## src/rtl/intel_hex_record_parser_assert.svh

```systemverilog
// Assertion macros shared by the Intel HEX record parser modules
`ifndef INTEL_HEX_RECORD_PARSER_ASSERT_SVH
`define INTEL_HEX_RECORD_PARSER_ASSERT_SVH

`ifndef SYNTHESIS

// Check a condition on every clock edge out of reset
`define IHEX_ASSERT(lbl, cond, msg) \
  lbl: assert property (@(posedge clk) disable iff (!rst_n) (cond)) else $error(msg);

// Check a consequence in the same cycle as its trigger
`define IHEX_ASSERT_IMPL(lbl, ante, cons, msg) \
  lbl: assert property (@(posedge clk) disable iff (!rst_n) (ante) |-> (cons)) else $error(msg);

// Check a consequence in the cycle after its trigger
`define IHEX_ASSERT_NEXT(lbl, ante, cons, msg) \
  lbl: assert property (@(posedge clk) disable iff (!rst_n) (ante) |=> (cons)) else $error(msg);

`else

`define IHEX_ASSERT(lbl, cond, msg)
`define IHEX_ASSERT_IMPL(lbl, ante, cons, msg)
`define IHEX_ASSERT_NEXT(lbl, ante, cons, msg)

`endif

`endif

```

## src/rtl/ihex_pkg.sv

```systemverilog
// Types, constants and the hex digit decoder for the Intel HEX record parser
package ihex_pkg;

  localparam int unsigned PosW = 10;
  localparam logic [PosW-1:0] POS_MAX = '1;
  localparam logic [7:0] START_CHAR = 8'h3A;

  localparam logic KIND_WORD   = 1'b0;
  localparam logic KIND_STATUS = 1'b1;

  typedef enum logic [2:0] {
    V_DATA    = 3'd0,
    V_EMPTY   = 3'd1,
    V_IGNORED = 3'd2,
    V_END     = 3'd3,
    V_ERROR   = 3'd4,
    V_NONE    = 3'd7
  } verdict_t;

  typedef struct packed {
    logic       ok;
    logic [3:0] value;
  } hex_digit_t;

  typedef struct packed {
    logic        item_kind;
    logic [15:0] record_address;
    logic [6:0]  word_index;
    logic [15:0] word_value;
    logic [2:0]  line_status;
    logic [6:0]  word_count;
  } result_t;

  // Handshake control between the input register and the result register
  typedef struct packed {
    logic go;
    logic res_vld;
  } stage_ctl_t;

  function automatic hex_digit_t hex_decode(input logic [7:0] c);
    hex_digit_t d;
    d.ok    = 1'b1;
    d.value = 4'h0;
    if (c >= 8'h30 && c <= 8'h39) begin
      d.value = c[3:0];
    end else if ((c >= 8'h41 && c <= 8'h46) || (c >= 8'h61 && c <= 8'h66)) begin
      // 'A'..'F' and 'a'..'f' both have low nibble 1..6
      d.value = c[3:0] + 4'd9;
    end else begin
      d.ok = 1'b0;
    end
    return d;
  endfunction

endpackage

```

## src/rtl/ihex_if.sv

```systemverilog
// Valid/ready channel interfaces for characters in and parser results out
interface ihex_in_if;
  logic       valid;
  logic       ready;
  logic [7:0] char_code;
  logic       end_of_line;

  modport source (output valid, output char_code, output end_of_line, input ready);
  modport sink   (input valid, input char_code, input end_of_line, output ready);
endinterface

interface ihex_out_if;
  logic        valid;
  logic        ready;
  logic        item_kind;
  logic [15:0] record_address;
  logic [6:0]  word_index;
  logic [15:0] word_value;
  logic [2:0]  line_status;
  logic [6:0]  word_count;

  modport source (output valid, output item_kind, output record_address, output word_index,
                  output word_value, output line_status, output word_count, input ready);
  modport sink   (input valid, input item_kind, input record_address, input word_index,
                  input word_value, input line_status, input word_count, output ready);
endinterface

```

## src/rtl/ihex_in_stage.sv

```systemverilog
// Input register: captures one character word and holds it until the parser takes it
module ihex_in_stage (
  input  logic        clk,
  input  logic        rst_n,
  ihex_in_if.sink     in_ch,
  input  logic        out_free,
  output logic        go,
  output logic [7:0]  char_q,
  output logic        eol_q
);
  import ihex_pkg::*;

  logic       vld_r;
  logic [7:0] char_r;
  logic       eol_r;
  logic       load;

  assign go          = vld_r & out_free;
  assign in_ch.ready = ~vld_r | go;
  assign load        = in_ch.valid & in_ch.ready;
  assign char_q      = char_r;
  assign eol_q       = eol_r;

  always_ff @(posedge clk) begin
    if (!rst_n) begin
      vld_r <= 1'b0;
    end else if (load) begin
      vld_r <= 1'b1;
    end else if (go) begin
      vld_r <= 1'b0;
    end
  end

  always_ff @(posedge clk) begin
    if (load) begin
      char_r <= in_ch.char_code;
      eol_r  <= in_ch.end_of_line;
    end
  end

endmodule

```

## src/rtl/ihex_core.sv

```systemverilog
// Record field decoder: line state, checksum, word packing and line verdict
module ihex_core (
  input  logic              clk,
  input  logic              rst_n,
  input  logic              fire,
  input  logic [7:0]        char_code,
  input  logic              eol,
  output logic              res_vld,
  output ihex_pkg::result_t res
);
  import ihex_pkg::*;

`include "intel_hex_record_parser_assert.svh"

  logic [PosW-1:0] pos_r, pos_nxt;
  logic [7:0]      count_r, count_nxt;
  logic [15:0]     addr_r, addr_nxt;
  logic [7:0]      sum_r, sum_nxt;
  logic [3:0]      high_r, high_nxt;
  logic [7:0]      low_r, low_nxt;
  logic [6:0]      words_r, words_nxt;
  verdict_t        verdict_r, verdict_nxt;

  hex_digit_t      dig;
  logic [7:0]      byte_val;
  logic [8:0]      k;
  logic [8:0]      data_end;
  logic [8:0]      data_off;
  verdict_t        st;

  assign dig      = hex_decode(char_code);
  assign byte_val = {high_r, dig.value};
  // byte index within the record: count, addr hi, addr lo, type, data...
  assign k        = pos_r[PosW-1:1] - 9'd1;
  assign data_end = 9'd4 + {1'b0, count_r};
  assign data_off = k - 9'd4;

  always_comb begin
    pos_nxt     = pos_r;
    count_nxt   = count_r;
    addr_nxt    = addr_r;
    sum_nxt     = sum_r;
    high_nxt    = high_r;
    low_nxt     = low_r;
    words_nxt   = words_r;
    verdict_nxt = verdict_r;
    st          = V_NONE;
    res_vld     = 1'b0;
    res         = '0;

    if (fire) begin
      if (verdict_r == V_NONE) begin
        if (pos_r == '0) begin
          if (char_code != START_CHAR) verdict_nxt = V_ERROR;
        end else if (!dig.ok) begin
          verdict_nxt = V_ERROR;
        end else if (pos_r[0]) begin
          high_nxt = dig.value;
        end else begin
          sum_nxt = sum_r + byte_val;
          if (k == 9'd0) begin
            count_nxt = byte_val;
            if (byte_val == 8'd0) verdict_nxt = V_EMPTY;
          end else if (k == 9'd1) begin
            addr_nxt = {byte_val, 8'h00};
          end else if (k == 9'd2) begin
            addr_nxt = {addr_r[15:8], byte_val};
          end else if (k == 9'd3) begin
            if (byte_val > 8'd1)  verdict_nxt = V_IGNORED;
            else if (byte_val == 8'd1) verdict_nxt = V_END;
            else if (count_r[0])  verdict_nxt = V_ERROR;
          end else if (k < data_end) begin
            if (!data_off[0]) begin
              low_nxt = byte_val;
            end else begin
              words_nxt          = words_r + 7'd1;
              res_vld            = 1'b1;
              res.item_kind      = KIND_WORD;
              res.record_address = addr_r;
              res.word_index     = words_r;
              res.word_value     = {byte_val, low_r};
            end
          end else begin
            // checksum byte: whole record must sum to zero
            verdict_nxt = (sum_nxt == 8'd0) ? V_DATA : V_ERROR;
          end
        end
      end

      if (eol) begin
        if (pos_r == '0)              st = V_EMPTY;
        else if (verdict_nxt == V_NONE) st = V_ERROR;
        else                          st = verdict_nxt;
        // status replaces any word finished by the last character
        res_vld            = 1'b1;
        res                = '0;
        res.item_kind      = KIND_STATUS;
        res.line_status    = st;
        res.record_address = (st == V_DATA || st == V_IGNORED || st == V_END) ?
                             addr_nxt : 16'h0000;
        res.word_count     = (st == V_DATA) ? words_nxt : 7'd0;
        pos_nxt     = '0;
        count_nxt   = '0;
        addr_nxt    = '0;
        sum_nxt     = '0;
        high_nxt    = '0;
        low_nxt     = '0;
        words_nxt   = '0;
        verdict_nxt = V_NONE;
      end else if (pos_r != POS_MAX) begin
        pos_nxt = pos_r + 1'b1;
      end
    end
  end

  always_ff @(posedge clk) begin
    if (!rst_n) begin
      pos_r     <= '0;
      count_r   <= '0;
      addr_r    <= '0;
      sum_r     <= '0;
      high_r    <= '0;
      low_r     <= '0;
      words_r   <= '0;
      verdict_r <= V_NONE;
    end else begin
      pos_r     <= pos_nxt;
      count_r   <= count_nxt;
      addr_r    <= addr_nxt;
      sum_r     <= sum_nxt;
      high_r    <= high_nxt;
      low_r     <= low_nxt;
      words_r   <= words_nxt;
      verdict_r <= verdict_nxt;
    end
  end

  `IHEX_ASSERT_NEXT(a_eol_clears, fire && eol, pos_r == '0 && verdict_r == V_NONE && words_r == 7'd0, "line state not cleared after end of line")
  `IHEX_ASSERT(a_words_in_count, {words_r, 1'b0} <= count_r, "more words packed than the byte count allows")
  `IHEX_ASSERT_IMPL(a_word_needs_open, res_vld && res.item_kind == KIND_WORD, verdict_r == V_NONE && !eol, "word emitted after a verdict or on end of line")

endmodule

```

## src/rtl/ihex_out_stage.sv

```systemverilog
// Result register: holds one result word until the receiver takes it
module ihex_out_stage (
  input  logic              clk,
  input  logic              rst_n,
  input  ihex_pkg::stage_ctl_t ctl,
  input  ihex_pkg::result_t res,
  output logic              out_free,
  ihex_out_if.source        out_ch
);
  import ihex_pkg::*;

`include "intel_hex_record_parser_assert.svh"

  logic    vld_r;
  result_t res_r;
  logic    load;

  assign out_free = ~vld_r | out_ch.ready;
  assign load     = ctl.go & ctl.res_vld;

  always_ff @(posedge clk) begin
    if (!rst_n) begin
      vld_r <= 1'b0;
    end else if (load) begin
      vld_r <= 1'b1;
    end else if (out_ch.ready) begin
      vld_r <= 1'b0;
    end
  end

  always_ff @(posedge clk) begin
    if (load) begin
      res_r <= res;
    end
  end

  assign out_ch.valid          = vld_r;
  assign out_ch.item_kind      = res_r.item_kind;
  assign out_ch.record_address = res_r.record_address;
  assign out_ch.word_index     = res_r.word_index;
  assign out_ch.word_value     = res_r.word_value;
  assign out_ch.line_status    = res_r.line_status;
  assign out_ch.word_count     = res_r.word_count;

  `IHEX_ASSERT_IMPL(a_status_clean, vld_r && res_r.item_kind == KIND_STATUS, res_r.word_value == 16'h0000 && res_r.word_index == 7'd0, "status word carries word fields")
  `IHEX_ASSERT_IMPL(a_word_clean, vld_r && res_r.item_kind == KIND_WORD, res_r.line_status == 3'd0 && res_r.word_count == 7'd0, "data word carries status fields")

endmodule

```

## src/rtl/intel_hex_record_parser.sv

```systemverilog
// Intel HEX record parser: one ASCII character in, data words and line status out
//
// in_ch, unless stalled, takes one character per cycle; end_of_line is set on a line's last.
// out_ch gives a data word (item_kind 0) for each completed pair of data bytes,
// with its address and index, and one status word (item_kind 1) per line:
// data, empty, ignored, end or error, with the word count for a data record.
// A character is accepted into the input register, then decoded into the result
// register, from which out_ch offers the result until the receiver takes it.
// The decode of a character is one step of the line state held in the core.
// A character that completes no word and ends no line gives no result.
// Reset (rst_n low at a clock edge) empties both registers and returns the line
// state to the start of a line.
// When the receiver holds ready low, the result register keeps its word, the
// input register takes at most one more character and then in_ch.ready drops until
// the result is taken.
module intel_hex_record_parser (
  input  logic         clk,
  input  logic         rst_n,
  ihex_in_if.sink      in_ch,
  ihex_out_if.source   out_ch
);
  import ihex_pkg::*;

  logic       out_free;
  logic       go;
  logic [7:0] char_q;
  logic       eol_q;
  logic       res_vld;
  result_t    res;
  stage_ctl_t ctl;

  assign ctl.go      = go;
  assign ctl.res_vld = res_vld;

  ihex_in_stage u_in (
    .clk      (clk),
    .rst_n    (rst_n),
    .in_ch    (in_ch),
    .out_free (out_free),
    .go       (go),
    .char_q   (char_q),
    .eol_q    (eol_q)
  );

  ihex_core u_core (
    .clk       (clk),
    .rst_n     (rst_n),
    .fire      (go),
    .char_code (char_q),
    .eol       (eol_q),
    .res_vld   (res_vld),
    .res       (res)
  );

  ihex_out_stage u_out (
    .clk      (clk),
    .rst_n    (rst_n),
    .ctl      (ctl),
    .res      (res),
    .out_free (out_free),
    .out_ch   (out_ch)
  );

endmodule

```

## src/flat_wrapper.sv

```systemverilog
// flat-port wrapper written by rule: the top's interface ports become plain ports
module intel_hex_record_parser_flat import ihex_pkg::*;
  (clk, rst_n, in_ch_valid, in_ch_char_code, in_ch_end_of_line, in_ch_ready, out_ch_valid, out_ch_item_kind, out_ch_record_address, out_ch_word_index, out_ch_word_value, out_ch_line_status, out_ch_word_count, out_ch_ready);
  ihex_in_if in_ch_i ();
  ihex_out_if out_ch_i ();
  input  logic clk;
  input  logic rst_n;
  input wire logic [$bits(in_ch_i.valid)-1:0] in_ch_valid;
  input wire logic [$bits(in_ch_i.char_code)-1:0] in_ch_char_code;
  input wire logic [$bits(in_ch_i.end_of_line)-1:0] in_ch_end_of_line;
  output wire logic [$bits(in_ch_i.ready)-1:0] in_ch_ready;
  output wire logic [$bits(out_ch_i.valid)-1:0] out_ch_valid;
  output wire logic [$bits(out_ch_i.item_kind)-1:0] out_ch_item_kind;
  output wire logic [$bits(out_ch_i.record_address)-1:0] out_ch_record_address;
  output wire logic [$bits(out_ch_i.word_index)-1:0] out_ch_word_index;
  output wire logic [$bits(out_ch_i.word_value)-1:0] out_ch_word_value;
  output wire logic [$bits(out_ch_i.line_status)-1:0] out_ch_line_status;
  output wire logic [$bits(out_ch_i.word_count)-1:0] out_ch_word_count;
  input wire logic [$bits(out_ch_i.ready)-1:0] out_ch_ready;
  assign in_ch_i.valid = in_ch_valid;
  assign in_ch_i.char_code = in_ch_char_code;
  assign in_ch_i.end_of_line = in_ch_end_of_line;
  assign in_ch_ready = in_ch_i.ready;
  assign out_ch_valid = out_ch_i.valid;
  assign out_ch_item_kind = out_ch_i.item_kind;
  assign out_ch_record_address = out_ch_i.record_address;
  assign out_ch_word_index = out_ch_i.word_index;
  assign out_ch_word_value = out_ch_i.word_value;
  assign out_ch_line_status = out_ch_i.line_status;
  assign out_ch_word_count = out_ch_i.word_count;
  assign out_ch_i.ready = out_ch_ready;
  intel_hex_record_parser u_core (.clk(clk), .rst_n(rst_n), .in_ch(in_ch_i), .out_ch(out_ch_i));
endmodule
```

## config.mk

```make
export PLATFORM = sky130hd
export DESIGN_NAME = intel_hex_record_parser_flat
export DESIGN_NICKNAME = d
export VERILOG_FILES = /design/src/rtl/ihex_pkg.sv /design/src/rtl/ihex_if.sv /design/src/rtl/ihex_in_stage.sv /design/src/rtl/ihex_core.sv /design/src/rtl/ihex_out_stage.sv /design/src/rtl/intel_hex_record_parser.sv /design/src/flat_wrapper.sv
export VERILOG_INCLUDE_DIRS = /design/src /design/src/rtl
export SDC_FILE = /design/constraint.sdc
export NUM_CORES = 1
export LEC_CHECK = 0
export BUFFER_PORTS_ARGS = -buffer_cell sky130_fd_sc_hd__buf_2
export CORE_UTILIZATION = 55
export DETAILED_ROUTE_END_ITERATION = 10
export PLACE_DENSITY = 0.75
export SYNTH_ARGS = -nofsm -noshare
export SYNTH_HDL_FRONTEND = slang
export SYNTH_SLANG_ARGS = --single-unit
export TNS_END_PERCENT = 30
```

## constraint.sdc

```tcl
create_clock -name clk -period 5.7 [get_ports clk]
set_input_delay 1.71 -clock clk [delete_from_list [all_inputs] [get_ports clk]]
set_output_delay 1.71 -clock clk [all_outputs]
set_load 0.005 [all_outputs]
```

Word-level counts from Yosys, hierarchy flattened
Cells that the tools add are included.

storage, ports and cells
  register bits after elaboration = 125
  word-level logic and storage cells = 191

cells by class
  equality and inequality tests = 17
  reductions and logical operators = 27
  add/subtract/negate cells = 7
  bitwise logic cells = 12
  muxes and demuxes = 102
  order comparisons = 8

operator list
  cell                   number
  $mux 39                10
  $mux 8                 23
  $mux 16                8
  $mux 7                 12
  $mux 3                 21
  $mux 50                1
  $mux 4                 7
  $mux 10                2
  $eq 9x2->1 const B     2
  $mux 1                 18
  $ge 8x7->1 const B     2
  $le 8x7->1 const B     2
  $logic_not 8->1        2
  $reduce_bool 2->1      8
  $ne 2x1->1 const B     7
  $reduce_or 12->1       1
  $reduce_and 11->1      1
  $add 10x1->10 const B  1
  $logic_not 10->1       1
  $ne 10x10->1 const B   1
  $reduce_and 5->1       2
  $add 3x8->9 const A    1
  $eq 9x1->1 const B     1
  $logic_not 9->1        1
  other kinds (22)       38

Longest topological paths before layout
  depth in word-level cells = 28
  mapped depth = 18
  mapped depth without buffers = 17

Cells and area by module
From an unflattened synthesis, not the netlist that was laid out.

second synthesis, totals
  cells, all modules = 648
  area total of the unflattened synthesis = 6652.6 µm²

by module, submodules not included
  module          cells each  sequential area each (µm²)  times used  area each (µm²)
  ihex_core       578         1281.2                      1           4763.3
  ihex_out_stage  55          1521.5                      1           1554.0
  ihex_in_stage   15          290.3                       1           335.3

Worst setup path before layout
Ideal clock, no wire load.

  kind = flip-flop to flip-flop
  start = register u_core.u_core.pos_r[1]
  end = register u_core.u_core.words_r[0]
  period minus slack after synthesis = 4.292 ns
  buffers on the path = 1
  path slack = 1.408 ns
  stages on the path, launching flop included = 16
  arrival time = 4.177 ns
  required time = 5.585 ns
  path through = dfxtp_1 buf_2 inv_1 ha_1 nor3b_1 xnor2_1 inv_1 ha_1 a21oi_1 o21ai_0 a21oi_1 nand2_1 nor4_4 o21a_1 mux2i_1 and2_1

on the way
  longest elaborated chain between the ends = 13
  elaborated cells on any way between the ends = 19
  classes of those cells = add/sub: 2; order compare: 1; eq/ne: 3; mux: 11; reduce/logical: 2

ends and longest elaborated chain
  what                                                                  RTL line          text
  start: declaration                                                    ihex_core.sv:15   logic [PosW-1:0] pos_r, pos_nxt;
  start signal: assignment                                              ihex_core.sv:127  pos_r <= pos_nxt;
  parallel branches: the longest is 10 deep, another holds $sub 9x1->9  --
  $mux 7 *                                                              ihex_core.sv:53   if (pos_r == '0) begin
  $mux 7 *                                                              ihex_core.sv:52   if (verdict_r == V_NONE) begin
  $mux 7 *                                                              ihex_core.sv:90   if (eol) begin
  end signal: assignment                                                ihex_core.sv:133  words_r <= words_nxt;
  end: declaration                                                      ihex_core.sv:21   logic [6:0] words_r, words_nxt;

Every way passes the cells marked *.
A chain may end at the register's enable or synchronous reset.

Final worst setup path
  start = register u_core.u_in.char_r[1] (netlist: u_core.u_in.char_q[1])
  end = register u_core.u_out.res_r (netlist bit u_core.u_out.out_ch.record_address[2]), data pin

on the way
  longest elaborated chain between the ends = 28
  elaborated cells on any way between the ends = 58
  classes of those cells = add/sub: 2; order compare: 7; eq/ne: 5; mux: 35; reduce/logical: 9

ends and longest elaborated chain
  what                                                  RTL line              text
  start: declaration                                    ihex_in_stage.sv:14   logic [7:0] char_r;
  start signal: assignment                              ihex_in_stage.sv:36   char_r <= in_ch.char_code;
  $ge 8x7->1 / $le 8x7->1 (equally long branches)       ihex_pkg.sv:46        end else if ((c >= 8'h41 && c <= 8'h46) || (c >= 8'h61 && c <= 8'h66)) begin
  $logic_and 1x1->1                                     ihex_pkg.sv:46
  $logic_or 1x1->1                                      ihex_pkg.sv:46
  $mux 4                                                ihex_pkg.sv:46
  $mux 4 *                                              ihex_pkg.sv:44        if (c >= 8'h30 && c <= 8'h39) begin
  named net u_core.u_core.byte_val[0]                   ihex_core.sv:25       logic [7:0] byte_val;
  $add 8x8->8                                           ihex_core.sv:60       sum_nxt = sum_r + byte_val;
  $logic_not 8->1                                       ihex_core.sv:85       verdict_nxt = (sum_nxt == 8'd0) ? V_DATA : V_ERROR;
  [... 13 more ...]                                     --
  $mux 3 *                                              ihex_core.sv:91       if (pos_r == '0) st = V_EMPTY;
  $mux 3 *                                              ihex_core.sv:90
  $mux 3 *                                              ihex_core.sv:51       if (fire) begin
  $eq 3x2->1 / $logic_not 3->1 (equally long branches)  ihex_core.sv:99       res.record_address = (st == V_DATA || st == V_IGNORED || st == V_END) ?
  $logic_or 1x1->1                                      ihex_core.sv:99
  $logic_or 1x1->1 *                                    ihex_core.sv:99
  $mux 16 *                                             ihex_core.sv:99
  $mux 50 *                                             ihex_core.sv:90
  end signal: assignment                                ihex_out_stage.sv:33  res_r <= res;
  end: declaration                                      ihex_out_stage.sv:15  result_t res_r;

The timed path passes the listed nets; every way through them passes the cells marked *. The select of a mux whose other input is x is not followed.

==> results.toml <==
[status]
outcome = "complete, but fails checks"
violations = "DRC"

[synth]
syn-mean-instance-area_um2 = 10.22
synth_nets = 695
ys_types = 79
ys_seq_area_share_pct = 46.34
ys_ff_latch = 125
netlist_area_um2 = 6674
synth_edf_count = 59
postSynth.asyncResetShare_pct = 0
yosys_most_used_dff = "dfxtp_1"
yosysWarnings = 0
syn_inst = 653

[cts]
cts_max_level = 4
cts_resized = 0
cts_setup_buffers = 0
clockBufferDepth = 2
postCtsHoldBufs = 0
cts_tree = "built"
path_clk_slew_ns = 0.06
root_buffer = "clkbuf_16"
clock_latency_ns = 0.42
numCtsBuffers = 17
cts_sinks = 125

[floorplanning]
fp.coreArea_um2 = 11610
die_y_um = 112.2
die-area_um2 = 12580
pin_count = 65
initial_core_util_pct = 57.47
row_count = 39
die-width_um = 112.2

[worst_setup_path]
start_kind = "register"
r2r_end = "u_core.u_out.out_ch.record_address[2]"
critPathCaptureType = "register"
cp.arrival_ns = 4.85
r2r-start = "u_core.u_in.char_q[1]"
r2r.worst_path.cells = 17
reg2reg_slack_ns = 0.97
worstSetupPathType = "register to register"
crit_required_ns = 5.82
path_max_fanout = 15

[worst_hold_path]
worstHoldStart = "u_core.u_core.sum_r[7]"
hold_path_depth = 1
holdPathEnd = "u_core.u_core.sum_r[7]"
worstHoldPathType = "register to register"

[layout]
n_antenna_cell = 0
syn_to_final_growth_pct = 14.51
mostFrequentLayoutCells = "dfxtp_1, buf_2, edfxtp_1"
fill_cells = 925
final_common_cell = "dfxtp_1"
seq_area_um2 = 3093
multi_input_area_um2 = 3359
final_nets = 755
drive_gt1_share_pct = 17.77

[routing]
routed_wl_um = 15490
drt_iter0_drc = 464
drcViolationCount = 8
viasPerCell = 6.037
first_pass_iters = 10
routedWlPerCell_um = 17.82
vias = 5246
detail-route-antenna-nets = 0

[job]
maxCapViolCount = 0

[sta]
worst_pin_slew_ns = 0.9176
slew_headroom_pct = 38.83
rsz0062_at_grt = "false"
finalClockSkew_ns = 0.007130
clock.fmax_mhz = 211.6
min_period_ns = 4.725
period_share_pct = 82.90
setup-tns-final_ns = 0
setup_viol = 0
hold_ws_ns = 0.4894
hold_viol = 0
slew_violations = 0

[power]
p_leak_nw = 2.896
power.total_mw = 2.072
powerDensity_nw_per_um2 = 271.1
peakVddDrop_v = 0.0001415

[global_routing]
grt_pass1_vias = 4946
grt_max_degree = 58
overflow = 0
track_usage_pct = 26.32
grt_pass1_wl_um = 25320
antenna_found_initial = 0

[place]
place_congestion = 0.9383
io_buffers = 64
post-dp-hpwl_um = 10900
[sequential cells by signal, summed over array words and instances, names as in the netlist, 8 cells and up]
signal and flops:
u_core.u_out.out_ch.record_address 16, u_core.u_core.count_r 8, u_core.u_core.addr_r 16, u_core.u_core.pos_r 10
u_core.u_in.char_q 8, u_core.u_out.out_ch.word_value 16, u_core.u_core.sum_r 8, u_core.u_core.low_r 8
[cells in the mapped netlist, types with 20 or more instances]
library cell	number	area [um^2]
dfxtp_1	66	1321
a21oi_1	20	100.1
nand3_1	24	120.1
nor2b_1	46	287.8
and3_1	26	162.7
ha_1	28	350.3
nand2_1	37	138.9
nor2_1	52	195.2
mux2i_1	20	200.2
a22oi_1	20	150.1
inv_1	21	78.83
clkbuf_1	21	78.83
edfxtp_1	59	1772
[per-stage QoR]
stage	area, um^2	util [%]	std cells	setup slack (ns)
finish	7642	65.80	869	0.9745
global route	7642	65.80	869	0.6257
CTS	7642	65.80	869	0.9945
detailed placement	7087	61.02	837	1.016
global placement	7087	61.02	837	1.256
floorplan	6674	-	653	1.408
[final cells by class]
class | count | area share [%]
inverters | 22 | 1.081
flip-flops and latches | 125 | 40.47
multi-input cells | 476 | 43.96
repair buffers | 71 | 4.879
clock buffers | 24 | 6.041
well taps | 143 | 2.341
clock inverters | 8 | 1.228
[kinds of logic after synthesis]
logic type	after synthesis	share of synthesized area, %
adders and majority gates	29	5.549
xor gates and xnor gates	29	3.806
muxes	20	3.000
and+or+nand+nor	261	21.71
AOI/OAI and AO/OA	137	16.25
buffers and inverters	52	3.337
DFF	125	46.34
[critical path, cell delays in order, from the launching register on]
cell       delay (ns)
edfxtp_1         0.48
inv_1            0.11
ha_1             0.22
or3b_1           0.43
and2_1           0.18
a32oi_1          0.45
inv_1            0.16
ha_1             0.25
inv_1            0.07
fa_1             0.19
nand2b_1         0.11
a21oi_1          0.11
a2111oi_0        0.38
nand3b_1         0.18
nor4_1           0.08
o221a_4          0.33
o211ai_4         0.50
a21boi_0         0.20
[worst max-delay path by stage]
stage	from	endpoint	slack, ns
6_report	u_core.u_in.char_q[1]	u_core.u_out.out_ch.record_address[2]	0.97
5_1_grt	u_core.u_in.char_q[1]	u_core.u_out.out_ch.record_address[2]	0.63
4_1_cts	u_core.u_in.char_q[1]	u_core.u_out.out_ch.record_address[4]	0.99
3_5_place_dp	u_core.u_in.char_q[1]	u_core.u_out.out_ch.record_address[4]	1.02
3_3_place_gp	u_core.u_in.char_q[0]	u_core.u_out.out_ch.record_address[4]	1.26
2_1_floorplan	u_core.u_core.pos_r[1]	u_core.u_core.words_r[0]	1.41
[routing by layer]
metal  vias to the layer above  GRT usage (%)  part of all wire [%]
met5                         -              0                     0
met4                         0          10.49                   2.0
met3                        31          5.994                   7.2
met2                       206          41.24                    45
met1                      2493          35.49                    45
li1                       2516              -                     -
[power by group]
group          internal, mW  switching (mW)
clock network         0.649           0.367
registers             0.950         0.00955
logic                0.0335          0.0620
Note: power is estimated with default switching activity, not from simulation.
